==> config.mk <==
export PLATFORM = sky130hd
export DESIGN_NAME = block_reconstruct_writeback_core
export DESIGN_NICKNAME = d
export VERILOG_FILES = /design/src/rtl/core/brw_pkg.sv /design/src/rtl/core/brw_front.sv /design/src/rtl/core/brw_back.sv /design/src/rtl/core/block_reconstruct_writeback_core.sv
export VERILOG_INCLUDE_DIRS = /design/src /design/src/rtl/core
export SDC_FILE = /design/constraint.sdc
export NUM_CORES = 2
export LEC_CHECK = 0
export ABC_CLOCK_PERIOD_IN_PS = 20300
export BUFFER_PORTS_ARGS = -buffer_cell sky130_fd_sc_hd__buf_2
export CAP_MARGIN = 25
export CELL_PAD_IN_SITES_DETAIL_PLACEMENT = 1
export CELL_PAD_IN_SITES_GLOBAL_PLACEMENT = 1
export CORE_MARGIN = 5
export CORE_UTILIZATION = 45
export CTS_CLUSTER_SIZE = 14
export DETAILED_ROUTE_END_ITERATION = 12
export PLACE_DENSITY = 0.7
export SYNTH_ARGS = -nofsm -noshare
export SYNTH_HDL_FRONTEND = slang
export SYNTH_SLANG_ARGS = --single-unit
export TNS_END_PERCENT = 10
==> constraint.sdc <==
create_clock -name clk -period 20.3 [get_ports clk]
set_input_delay 2.03 -clock clk [delete_from_list [all_inputs] [get_ports clk]]
set_output_delay 2.03 -clock clk [all_outputs]
set_load 0.02 [all_outputs]
==> src/rtl/core/assert_macros.svh <==
// Assertion helpers. Each macro expects clk and rst in scope.
`ifndef ASSERT_MACROS_SVH
`define ASSERT_MACROS_SVH

`ifndef SYNTHESIS

`define BRW_ASSERT_ALWAYS(lbl, cond) \
  lbl: assert property (@(posedge clk) disable iff (rst) (cond)) \
    else $error("invariant violated");

`define BRW_ASSERT_NEXT(lbl, ante, cons) \
  lbl: assert property (@(posedge clk) disable iff (rst) (ante) |=> (cons)) \
    else $error("next-cycle check failed");

`else

`define BRW_ASSERT_ALWAYS(lbl, cond)

`define BRW_ASSERT_NEXT(lbl, ante, cons)

`endif

`endif

==> src/rtl/core/brw_pkg.sv <==
package brw_pkg;

  localparam int FW_W    = 13;
  localparam int LINE_W  = 13;
  localparam int COL_W   = 13;
  localparam int ADDR_W  = 24;
  localparam int PROD_W  = LINE_W + FW_W;
  localparam int LANES   = 8;

  localparam logic [FW_W-1:0] MAX_WIDTH = FW_W'(4096);
  localparam logic [3:0]      NUM_BLOCKS = 4'd12;

  localparam int MID_DEPTH   = 4;
  localparam int MID_PTR_W   = $clog2(MID_DEPTH);
  localparam int MID_COUNT_W = $clog2(MID_DEPTH + 1);
  localparam logic [MID_COUNT_W-1:0] MID_FULL = MID_COUNT_W'(MID_DEPTH);

  localparam int OUT_DEPTH   = 4;
  localparam int OUT_PTR_W   = $clog2(OUT_DEPTH);
  localparam int OUT_COUNT_W = $clog2(OUT_DEPTH + 1);
  localparam logic [OUT_COUNT_W-1:0] OUT_FULL = OUT_COUNT_W'(OUT_DEPTH);

  typedef enum logic [1:0] {
    REG_FRAME_WIDTH = 2'd0,
    REG_CHROMA_FMT  = 2'd1,
    REG_PIC_STRUCT  = 2'd2
  } reg_index_t;

  localparam logic [1:0] CF_NONE = 2'd0;
  localparam logic [1:0] CF_420  = 2'd1;
  localparam logic [1:0] CF_422  = 2'd2;
  localparam logic [1:0] CF_444  = 2'd3;

  localparam logic [1:0] PS_NONE   = 2'd0;
  localparam logic [1:0] PS_TOP    = 2'd1;
  localparam logic [1:0] PS_BOTTOM = 2'd2;
  localparam logic [1:0] PS_FRAME  = 2'd3;

  localparam logic [1:0] PLANE_LUMA = 2'd0;
  localparam logic [1:0] PLANE_CB   = 2'd1;
  localparam logic [1:0] PLANE_CR   = 2'd2;

  localparam logic [3:0] COL_HALF = 4'd8;

  // line offsets of the lower block pair and, for bottom fields, the upper pair
  localparam logic [4:0] YOFF_TOP_LOWER    = 5'd16;
  localparam logic [4:0] YOFF_BOTTOM_UPPER = 5'd1;
  localparam logic [4:0] YOFF_BOTTOM_LOWER = 5'd17;
  localparam logic [4:0] YOFF_FRAME_LOWER  = 5'd8;
  localparam logic [4:0] YOFF_FIELD_LOWER  = 5'd1;

  typedef struct packed {
    logic [3:0]  block_index;
    logic [11:0] mb_x;
    logic [11:0] mb_y;
    logic        field_dct;
    logic        intra_block;
    logic [2:0]  row_index;
    logic [63:0] residual_left;
    logic [63:0] residual_right;
    logic [63:0] prediction_row;
  } req_t;

  typedef struct packed {
    logic [1:0]        plane_select;
    logic [ADDR_W-1:0] row_address;
    logic [63:0]       pixel_row;
  } res_t;

  typedef struct packed {
    logic [1:0]        plane;
    logic [LINE_W-1:0] line;
    logic [COL_W-1:0]  col;
    logic [FW_W-1:0]   width;
    logic              intra;
    logic [63:0]       res_left;
    logic [63:0]       res_right;
    logic [63:0]       pred;
  } work_t;

  function automatic logic [1:0] plane_of_block(input logic [3:0] blk);
    logic [1:0] p;
    if (blk < 4'd4) begin
      p = PLANE_LUMA;
    end else if (blk[0]) begin
      p = PLANE_CR;
    end else begin
      p = PLANE_CB;
    end
    return p;
  endfunction

  function automatic logic [3:0] col_offset_of_block(input logic [3:0] blk);
    logic [3:0] c;
    if (blk < 4'd4) begin
      c = blk[0] ? COL_HALF : 4'd0;
    end else if (blk >= 4'd8) begin
      c = COL_HALF;
    end else begin
      c = 4'd0;
    end
    return c;
  endfunction

  function automatic logic [7:0] recon_pixel(input logic [15:0] r, input logic [7:0] p,
                                             input logic intra);
    logic [16:0] v;
    logic [7:0]  q;
    v = intra ? {r[15], r} : ({r[15], r} + {9'd0, p});
    if (v[16]) begin
      q = 8'd0;
    end else if (v[15:8] != 8'd0) begin
      q = 8'hFF;
    end else begin
      q = v[7:0];
    end
    return q;
  endfunction

endpackage

==> src/rtl/core/brw_front.sv <==
`include "assert_macros.svh"

module brw_front (
  input  logic                   clk,
  input  logic                   rst,
  input  logic                   push,
  output logic                   full,
  input  brw_pkg::req_t          request,
  input  logic [brw_pkg::FW_W-1:0] frame_width,
  input  logic [1:0]             chroma_fmt,
  input  logic [1:0]             pic_struct,
  output logic                   work_valid,
  output brw_pkg::work_t         work,
  input  logic                   take
);

  brw_pkg::work_t                    queue_mem [brw_pkg::MID_DEPTH];
  logic [brw_pkg::MID_PTR_W-1:0]     wr_ptr;
  logic [brw_pkg::MID_PTR_W-1:0]     rd_ptr;
  logic [brw_pkg::MID_COUNT_W-1:0]   count;
  logic [brw_pkg::MID_COUNT_W-1:0]   count_next;

  logic                       accepted;
  logic                       store;
  brw_pkg::work_t             entry;
  logic [1:0]                 plane;
  logic                       chroma;
  logic                       bottom;
  logic                       xs;
  logic                       ys;
  logic                       sshift;
  logic [4:0]                 yoff;
  logic [11:0]                mx_s;
  logic [11:0]                my_s;
  logic [3:0]                 row_s;

  assign full     = (count == brw_pkg::MID_FULL);
  assign accepted = push && !full;
  assign store    = accepted && (request.block_index < brw_pkg::NUM_BLOCKS);

  always_comb begin
    plane  = brw_pkg::plane_of_block(request.block_index);
    chroma = (plane != brw_pkg::PLANE_LUMA);
    bottom = request.block_index[1];
    xs = chroma && (chroma_fmt == brw_pkg::CF_420 || chroma_fmt == brw_pkg::CF_422);
    ys = chroma && (chroma_fmt == brw_pkg::CF_420);

    priority if (pic_struct == brw_pkg::PS_TOP ||
                 pic_struct == brw_pkg::PS_BOTTOM) begin
      sshift = 1'b1;
    end else if (pic_struct == brw_pkg::PS_FRAME) begin
      if (!chroma) begin
        sshift = (chroma_fmt != brw_pkg::CF_NONE) && request.field_dct;
      end else begin
        sshift = (chroma_fmt == brw_pkg::CF_422 || chroma_fmt == brw_pkg::CF_444)
                 && request.field_dct;
      end
    end else begin
      sshift = 1'b0;
    end

    priority if (pic_struct == brw_pkg::PS_TOP) begin
      yoff = bottom ? brw_pkg::YOFF_TOP_LOWER : 5'd0;
    end else if (pic_struct == brw_pkg::PS_BOTTOM) begin
      yoff = bottom ? brw_pkg::YOFF_BOTTOM_LOWER : brw_pkg::YOFF_BOTTOM_UPPER;
    end else if (pic_struct == brw_pkg::PS_FRAME) begin
      yoff = !bottom ? 5'd0 :
             (request.field_dct ? brw_pkg::YOFF_FIELD_LOWER : brw_pkg::YOFF_FRAME_LOWER);
    end else begin
      yoff = 5'd0;
    end

    mx_s  = xs ? (request.mb_x >> 1) : request.mb_x;
    my_s  = ys ? (request.mb_y >> 1) : request.mb_y;
    row_s = sshift ? {request.row_index, 1'b0} : {1'b0, request.row_index};

    entry.plane     = plane;
    entry.line      = brw_pkg::LINE_W'(my_s) + brw_pkg::LINE_W'(yoff)
                    + brw_pkg::LINE_W'(row_s);
    entry.col       = brw_pkg::COL_W'(mx_s)
                    + brw_pkg::COL_W'(brw_pkg::col_offset_of_block(request.block_index));
    entry.width     = (frame_width > brw_pkg::MAX_WIDTH) ? brw_pkg::MAX_WIDTH : frame_width;
    entry.intra     = request.intra_block;
    entry.res_left  = request.residual_left;
    entry.res_right = request.residual_right;
    entry.pred      = request.prediction_row;
  end

  always_ff @(posedge clk) begin
    if (store) begin
      queue_mem[wr_ptr] <= entry;
    end
  end

  always_comb begin
    unique case ({store, take})
      2'b10:   count_next = count + 1'b1;
      2'b01:   count_next = count - 1'b1;
      default: count_next = count;
    endcase
  end

  always_ff @(posedge clk) begin
    if (rst) begin
      wr_ptr <= '0;
      rd_ptr <= '0;
      count  <= '0;
    end else begin
      if (store) begin
        wr_ptr <= wr_ptr + 1'b1;
      end
      if (take) begin
        rd_ptr <= rd_ptr + 1'b1;
      end
      count <= count_next;
    end
  end

  assign work_valid = (count != '0);
  assign work       = queue_mem[rd_ptr];

  `BRW_ASSERT_ALWAYS(a_mid_bound, count <= brw_pkg::MID_FULL)
  `BRW_ASSERT_NEXT(a_mid_store, store && !take, count == $past(count) + 1'b1)
  `BRW_ASSERT_NEXT(a_mid_drop, accepted && !store && !take, $stable(count))

endmodule

==> src/rtl/core/brw_back.sv <==
`include "assert_macros.svh"

module brw_back (
  input  logic           clk,
  input  logic           rst,
  input  logic           work_valid,
  input  brw_pkg::work_t work,
  output logic           take,
  output logic           empty,
  input  logic           pop,
  output brw_pkg::res_t  result
);

  logic                              s1_valid;
  logic [1:0]                        s1_plane;
  logic [brw_pkg::PROD_W-1:0]        s1_prod;
  logic [brw_pkg::COL_W-1:0]         s1_col;
  logic [63:0]                       s1_pix;

  brw_pkg::res_t                     out_mem [brw_pkg::OUT_DEPTH];
  logic [brw_pkg::OUT_PTR_W-1:0]     out_wr;
  logic [brw_pkg::OUT_PTR_W-1:0]     out_rd;
  logic [brw_pkg::OUT_COUNT_W-1:0]   out_count;
  logic [brw_pkg::OUT_COUNT_W-1:0]   out_count_next;

  logic                              deq;
  logic [63:0]                       pix;
  brw_pkg::res_t                     fill;

  // credit: room for everything in flight
  assign take = work_valid &&
                ((out_count + brw_pkg::OUT_COUNT_W'(s1_valid)) < brw_pkg::OUT_FULL);
  assign deq  = pop && !empty;

  always_comb begin
    for (int j = 0; j < brw_pkg::LANES; j++) begin
      pix[8*j +: 8] = brw_pkg::recon_pixel(
        (j < 4) ? work.res_left[16*(j%4) +: 16] : work.res_right[16*(j%4) +: 16],
        work.pred[8*j +: 8], work.intra);
    end
  end

  always_ff @(posedge clk) begin
    if (take) begin
      s1_plane <= work.plane;
      s1_prod  <= brw_pkg::PROD_W'(work.line) * brw_pkg::PROD_W'(work.width);
      s1_col   <= work.col;
      s1_pix   <= pix;
    end
  end

  always_comb begin
    fill.plane_select = s1_plane;
    fill.row_address  = s1_prod[brw_pkg::ADDR_W-1:0] + brw_pkg::ADDR_W'(s1_col);
    fill.pixel_row    = s1_pix;
  end

  always_ff @(posedge clk) begin
    if (s1_valid) begin
      out_mem[out_wr] <= fill;
    end
  end

  always_comb begin
    unique case ({s1_valid, deq})
      2'b10:   out_count_next = out_count + 1'b1;
      2'b01:   out_count_next = out_count - 1'b1;
      default: out_count_next = out_count;
    endcase
  end

  always_ff @(posedge clk) begin
    if (rst) begin
      s1_valid  <= 1'b0;
      out_wr    <= '0;
      out_rd    <= '0;
      out_count <= '0;
    end else begin
      s1_valid <= take;
      if (s1_valid) begin
        out_wr <= out_wr + 1'b1;
      end
      if (deq) begin
        out_rd <= out_rd + 1'b1;
      end
      out_count <= out_count_next;
    end
  end

  assign empty  = (out_count == '0);
  assign result = out_mem[out_rd];

  `BRW_ASSERT_ALWAYS(a_credit, (out_count + brw_pkg::OUT_COUNT_W'(s1_valid)) <= brw_pkg::OUT_FULL)
  `BRW_ASSERT_NEXT(a_issue, take, s1_valid)
  `BRW_ASSERT_NEXT(a_drain, deq && !s1_valid, out_count == $past(out_count) - 1'b1)

endmodule

==> src/rtl/core/block_reconstruct_writeback_core.sv <==
// MPEG-2 block row reconstruction. Each item is one 8-pixel row of an 8x8
// block; the block yields the target plane, the row's byte address within
// that plane and eight pixels clipped to 0..255. It takes one item per clock
// and returns one result per clock while the queues have room and results
// are popped. An item passes the classify queue, one address multiply stage
// and the result queue, each of which handles one item per clock unless
// held by a full queue downstream. Items with a block number above eleven
// are accepted and produce no result. Configuration writes (index 0 frame
// width, 1 chroma format, 2 picture structure) are always ready and must
// only be issued while no item is in flight.
module block_reconstruct_writeback_core (
  input  logic                     clk,
  input  logic                     rst,
  input  logic                     push,
  output logic                     full,
  input  brw_pkg::req_t            request,
  output logic                     empty,
  input  logic                     pop,
  output brw_pkg::res_t            result,
  input  logic                     cfg_valid,
  output logic                     cfg_ready,
  input  logic [1:0]               cfg_index,
  input  logic [brw_pkg::FW_W-1:0] cfg_data
);

  logic [brw_pkg::FW_W-1:0] frame_width;
  logic [1:0]               chroma_fmt;
  logic [1:0]               pic_struct;

  logic                     work_valid;
  brw_pkg::work_t           work;
  logic                     take;

  assign cfg_ready = 1'b1;

  always_ff @(posedge clk) begin
    if (rst) begin
      frame_width <= brw_pkg::FW_W'(720);
      chroma_fmt  <= brw_pkg::CF_420;
      pic_struct  <= brw_pkg::PS_FRAME;
    end else if (cfg_valid && cfg_ready) begin
      unique case (cfg_index)
        brw_pkg::REG_FRAME_WIDTH: frame_width <= cfg_data;
        brw_pkg::REG_CHROMA_FMT:  chroma_fmt  <= cfg_data[1:0];
        brw_pkg::REG_PIC_STRUCT:  pic_struct  <= cfg_data[1:0];
        default: ;
      endcase
    end
  end

  brw_front u_front (
    .clk         (clk),
    .rst         (rst),
    .push        (push),
    .full        (full),
    .request     (request),
    .frame_width (frame_width),
    .chroma_fmt  (chroma_fmt),
    .pic_struct  (pic_struct),
    .work_valid  (work_valid),
    .work        (work),
    .take        (take)
  );

  brw_back u_back (
    .clk        (clk),
    .rst        (rst),
    .work_valid (work_valid),
    .work       (work),
    .take       (take),
    .empty      (empty),
    .pop        (pop),
    .result     (result)
  );

endmodule
# After elaboration in Yosys (flattened, before gate mapping)
# Memory sizes are Yosys's and may differ from the RTL's. A register that Yosys moved wholly into a read port is not among the register bits.
# Index checks and enable logic that the tools add are counted.
# word_totals
ram_bits	1296
ff_bits	135
memories	2
output_inout_bits	93
# op_classes
add_sub_neg	21
mux	45
mul	1
magnitude_cmp	5
eq_ne	13
reduce_logical	31
# memory_table
memory	words	word_bits	rd	rd_ports_with_merged_regs	wr	line	rtl
u_front.queue_mem	4	234	1	1	1	brw_front.sv:17	brw_pkg::work_t queue_mem [brw_pkg::MID_DEPTH];
u_back.out_mem	4	90	1	1	1	brw_back.sv:20	brw_pkg::res_t out_mem [brw_pkg::OUT_DEPTH];
# ops
cell	count
16-bit by 9-bit adder with 17-bit output	8
17-bit 2-to-1 mux	8
8-bit 2-to-1 mux	8
8-bit nonzero test	8
5-bit 2-to-1 mux	6
24-bit by 13-bit adder with 24-bit output	1
13-bit by 13-bit multiplier with 24-bit output	1
12-bit 2-to-1 mux	2
4-bit 2-to-1 mux	5
2-bit == test (second input constant)	7
12-bit by 4-bit adder with 13-bit output	1
12-bit by 5-bit adder with 13-bit output	1
13-bit by 4-bit adder with 13-bit output	1
13-bit greater-than comparator (second input constant)	1
13-bit 2-to-1 mux	1
2-bit 2-to-1 mux	6
3-bit one-hot mux with 2 select lines	2
2-bit by 1-bit == test with 1-bit output (second input constant)	5
2-bit by 1-bit adder with 2-bit output (second input constant)	4
1-bit logical AND	8
2-bit nonzero test	4
1-bit 2-to-1 mux	7
3-bit by 1-bit adder with 3-bit output (second input constant)	2
2-bit AND reduction	3
other kinds (12)	16

# Longest topological paths before layout
# logic_depth
ltp_word	8
ltp_mapped	29
depth_no_buf	22

# Modules after synthesis
# Synthesis repeated with hierarchy kept, for this count alone.
# unflattened
cells_unflattened	3681
area_unflattened_um2	63992.6
# modules_own_cells
mod	n_inst	seq_area_each_um2	area_per_inst_um2	cells_each
brw_front	1	28287.1	35308.9	1446
brw_back	1	14103.5	27933.0	2160
block_reconstruct_writeback_core	1	340.3	750.7	75

# Worst setup path after synthesis
# No wires, ideal clock.
# synth_path
path_type	input to register
start	input port request[224] (netlist bit)
end	memory u_front.queue_mem[0][0] (netlist bit) (enable)
setup_ns	0.624
path_stages	4
n_path_buf	0
t_arrival_ns	7.776
setup_slack_ns	11.900
cell_sequence	nand2_1 -> nand2_1 -> nor2_1 -> and2_1
# synth_between
elab_chain_cells	4
# synth_rtl
element	line	rtl
from (decl)	block_reconstruct_writeback_core.sv:16	input brw_pkg::req_t request,
4-bit < comparator	brw_front.sv:39	assign store = accepted && (request.block_index < brw_pkg::NUM_BLOCKS);
1-bit logical AND	brw_front.sv:39	
1-bit 2-to-1 mux	brw_front.sv:90	if (store) begin
1-bit 2-to-1 mux (implied by the code)	brw_front.sv:91	queue_mem[wr_ptr] <= entry;
to (decl)	brw_front.sv:17	
# No other way between the ends.

==> impl_metrics.json <==
{
  "outcome": "completed",
  "tns_ns": 0,
  "clock_sinks": 1435,
  "synth.yosys.warnings": 0,
  "die_w_um": 385.2,
  "worst_ep_arrival_time_ns": 8.38,
  "report.final.setup_viol": 0,
  "setup.worst_path.start_class": "flip-flop",
  "synthesis.area_um2": 63340,
  "fmaxAchievable_mhz": 127.3,
  "synth_seq_cells": 1435,
  "cp_cell_sequence": "buf_4, buf_4, mux4_2, nand2_1, fa_1, fa_1, inv_1, fa_1, fa_1, inv_1, fa_1, inv_1, ha_1, a21o_1, o41a_1, o41ai_1, or2_2, a31oi_1, a21o_1, a21oi_1, xnor2_1",
  "post_route_cells_drive_above_1_share_pct": 22.30,
  "tightestPinTransition_ns": 1.059,
  "ys_dominant_reg_cell": "sky130_fd_sc_hd__edfxtp_1",
  "via_count_of_the_first_global_routing_pass": 35770,
  "nNetsFinal": 4594,
  "postSynth.asyncResetShare_pct": 0,
  "worst_setup_path_end_kind": "flip-flop",
  "grt_max_degree": 144,
  "critPathTopFamily": "adder cells",
  "grt_antenna_before_repair": 84,
  "path_depth": 21,
  "drt-wirelength-per-cell_um": 25.03,
  "top_level_ports": 338,
  "period_needed_ns": 7.858,
  "max_cap_viol_count": 0,
  "synth.yosys.seq_area_share_pct": 67.46,
  "routed_wirelength_mm": 152.3,
  "drcViolationCount": 0,
  "synth_nets": 4196,
  "number_of_enable_type_register_cells_in_the_synthesized_netlist": 1399,
  "grt_setup_unrepaired": "false",
  "routabilityCongestion": 0.8170,
  "cp_slowest_stage_delay_ns": 0.78,
  "fin_skew_ns": 0.05794,
  "period_share_pct": 38.71,
  "rows": 137,
  "die_span_y_um": 385.2,
  "min_path_cells": 2,
  "cp_data_required_time_ns": 20.82,
  "design.die.area_um2": 148400,
  "floorplan.initialDensity_pct": 45.34,
  "setup.reg_to_reg.worst_slack_ns": 12.44,
  "worstPathMaxFanout": 41,
  "timing.final.ws_setup_ns": 12.44,
  "endpoint_with_the_worst_hold_slack": "frame_width[5]",
  "hold_wc_path_type": "reg2reg",
  "timing.critical_path.mode_cell": "sky130_fd_sc_hd__fa_1",
  "grt_util_all_layers_pct": 20.71,
  "syn_inst": 3651,
  "criticalPathCategory": "reg2reg",
  "dp_worst_setup_slack_ns": 12.16,
  "via_count": 33540,
  "ctsLongestPathBuffers": 3,
  "area_growth_pct": 13.54,
  "cts.root.buffer_cell": "sky130_fd_sc_hd__clkbuf_16",
  "holdCritStartpoint": "frame_width[5]",
  "number_of_clock_buffers_inserted_by_tritoncts": 152,
  "timing_hold_violations_final": 0,
  "vias_per_instance": 5.513,
  "insertion_delay_ns": 0.78,
  "crit_buf_inv": 5,
  "timing.reg2reg.worst_path_depth": 21,
  "holdBufCountCts": 0,
  "ant_nets": 0,
  "report.final.slew_viol_count": 0,
  "rr_endpoint": "u_back.s1_prod[22]",
  "grt_pass1_wl_mm": 229.0,
  "cts_repair_resize_count": 0,
  "drt_iter0_drc": 2707,
  "cts.clk_slew.worst_paths_ns": 0.06,
  "fp.coreArea_um2": 139700,
  "critPathSlowestCell": "sky130_fd_sc_hd__buf_4",
  "detailedRoute.firstPassIterationCount": 5,
  "tritoncts_clock_tree": "yes",
  "syn_area_per_cell_um2": 17.35,
  "place.port_buffers": 336,
  "maxSlewHeadroom_pct": 28.48,
  "dp_hpwl_mm": 103.0,
  "mostFrequentLayoutCell": "sky130_fd_sc_hd__edfxtp_1",
  "synth_cell_types": 76,
  "most-common-layout-cells": "1,399 x sky130_fd_sc_hd__edfxtp_1, 336 x sky130_fd_sc_hd__buf_2, 311 x sky130_fd_sc_hd__mux4_2",
  "cts_max_level": 4,
  "post_cts_setup_buffers": 0,
  "global_route.overflow_total": 0
}
registers in the layout, summed over array words and instances (netlist names), named ones only:
signal             flops
chroma_fmt             2
frame_width           13
pic_struct             2
u_back.out_count       3
u_back.out_mem       360
u_back.out_rd          2
u_back.out_wr          2
u_back.s1_col         13
u_back.s1_pix         64
u_back.s1_plane        2
u_back.s1_prod        24
u_back.s1_valid        1
u_front.count          3
u_front.queue_mem    936
u_front.rd_ptr         2
u_front.wr_ptr         2
worst register-to-register path: stages (launching register included):
cell                      delay, ns
sky130_fd_sc_hd__dfxtp_4       0.68
sky130_fd_sc_hd__buf_4         0.57
sky130_fd_sc_hd__buf_4         0.78
sky130_fd_sc_hd__mux4_2        0.79
sky130_fd_sc_hd__nand2_1       0.13
sky130_fd_sc_hd__fa_1          0.44
sky130_fd_sc_hd__fa_1          0.39
sky130_fd_sc_hd__inv_1         0.07
sky130_fd_sc_hd__fa_1          0.45
sky130_fd_sc_hd__fa_1          0.58
sky130_fd_sc_hd__inv_1         0.06
sky130_fd_sc_hd__fa_1          0.48
sky130_fd_sc_hd__inv_1         0.05
sky130_fd_sc_hd__ha_1          0.34
sky130_fd_sc_hd__a21o_1        0.23
sky130_fd_sc_hd__o41a_1        0.43
sky130_fd_sc_hd__o41ai_1       0.41
sky130_fd_sc_hd__or2_2         0.21
sky130_fd_sc_hd__a31oi_1       0.10
sky130_fd_sc_hd__a21o_1        0.19
sky130_fd_sc_hd__a21oi_1       0.17
sky130_fd_sc_hd__xnor2_1       0.09
through the flow:
step                      std cells  util, %  hold slack, ns  cell area [um^2]
after floorplan                3651        -          0.4297             63340
after global placement         5768    48.01          0.4427             67080
after detailed placement       5770    48.03          0.4525             67100
after CTS                      6045    51.39          0.4608             71790
after global routing           6058    51.43          0.4817             71850
final                          6084    51.48          0.4632             71910
cell families after synthesis:
| kind of cell | count (synthesis) | share of synthesized area, % |
|---|---|---|
| xor gates and xnor gates | 103 | 1.424 |
| other | 1 | 0.005920 |
| buffers and inverters | 367 | 2.440 |
| and+or+nand+nor | 718 | 5.497 |
| DFF | 1435 | 67.46 |
| AOI/OAI and AO/OA | 383 | 3.749 |
| adders and majority gates | 300 | 7.514 |
| muxes | 344 | 11.91 |
cell type report:
class / count / area [um^2]
antenna: 38 / 95.09
tap: 1876 / 2347
fill: 13040 / 67790
sequential: 1435 / 42750
clock inverter: 87 / 755.7
timing repair buffer: 379 / 2066
inverter: 232 / 870.8
clock buffer: 188 / 3939
multi-input combinational: 1849 / 19090
synthesized netlist by cell type (7+ instances only):
library cell	n	share of area, %
sky130_fd_sc_hd__a211oi_1	17	0.20
sky130_fd_sc_hd__a21boi_0	8	0.095
sky130_fd_sc_hd__a21o_1	21	0.25
sky130_fd_sc_hd__a21oi_1	129	1.0
sky130_fd_sc_hd__a31oi_1	38	0.38
sky130_fd_sc_hd__and2_1	111	1.1
sky130_fd_sc_hd__and3_1	15	0.15
sky130_fd_sc_hd__buf_1	15	0.089
sky130_fd_sc_hd__buf_2	13	0.10
sky130_fd_sc_hd__buf_4	23	0.27
sky130_fd_sc_hd__clkbuf_1	77	0.46
sky130_fd_sc_hd__dfxtp_1	36	1.1
sky130_fd_sc_hd__edfxtp_1	1399	66
sky130_fd_sc_hd__fa_1	134	4.2
sky130_fd_sc_hd__ha_1	166	3.3
sky130_fd_sc_hd__inv_1	232	1.4
sky130_fd_sc_hd__mux2i_1	14	0.22
sky130_fd_sc_hd__mux4_1	11	0.46
sky130_fd_sc_hd__mux4_2	312	11
sky130_fd_sc_hd__nand2_1	265	1.6
sky130_fd_sc_hd__nand2b_1	14	0.14
sky130_fd_sc_hd__nand3_1	29	0.23
sky130_fd_sc_hd__nand3b_1	7	0.083
sky130_fd_sc_hd__nor2_1	131	0.78
sky130_fd_sc_hd__nor2b_1	55	0.54
sky130_fd_sc_hd__nor3_1	41	0.32
sky130_fd_sc_hd__o21a_1	15	0.18
sky130_fd_sc_hd__o21ai_0	90	0.71
sky130_fd_sc_hd__o31a_1	10	0.14
sky130_fd_sc_hd__or3_1	15	0.15
sky130_fd_sc_hd__xnor2_1	66	0.91
sky130_fd_sc_hd__xor2_1	37	0.51
per-layer routing:
metal	routed length [um]	vias to the layer above	global-route usage [%]	share of wire [%]
met5	217	-	0	0.14
met4	3368	34	5.727	2.2
met3	11450	270	5.528	7.5
met2	68920	865	31.35	45
met1	68320	17490	29.90	45
li1	-	14890	-	-
worst max-delay path by stage:
stage	slack (ns)	endpoint
2_1_floorplan	11.90	u_front.queue_mem[0][0]
3_3_place_gp	12.25	u_back.s1_prod[22]
3_5_place_dp	12.16	u_back.s1_prod[22]
4_1_cts	12.19	u_back.s1_prod[22]
5_1_grt	11.83	u_back.s1_prod[22]
6_report	12.44	u_back.s1_prod[22]
Power is left out: the tool's default activity adds up to more than one toggle a clock period on the data nets, which glitch-free logic cannot reach.
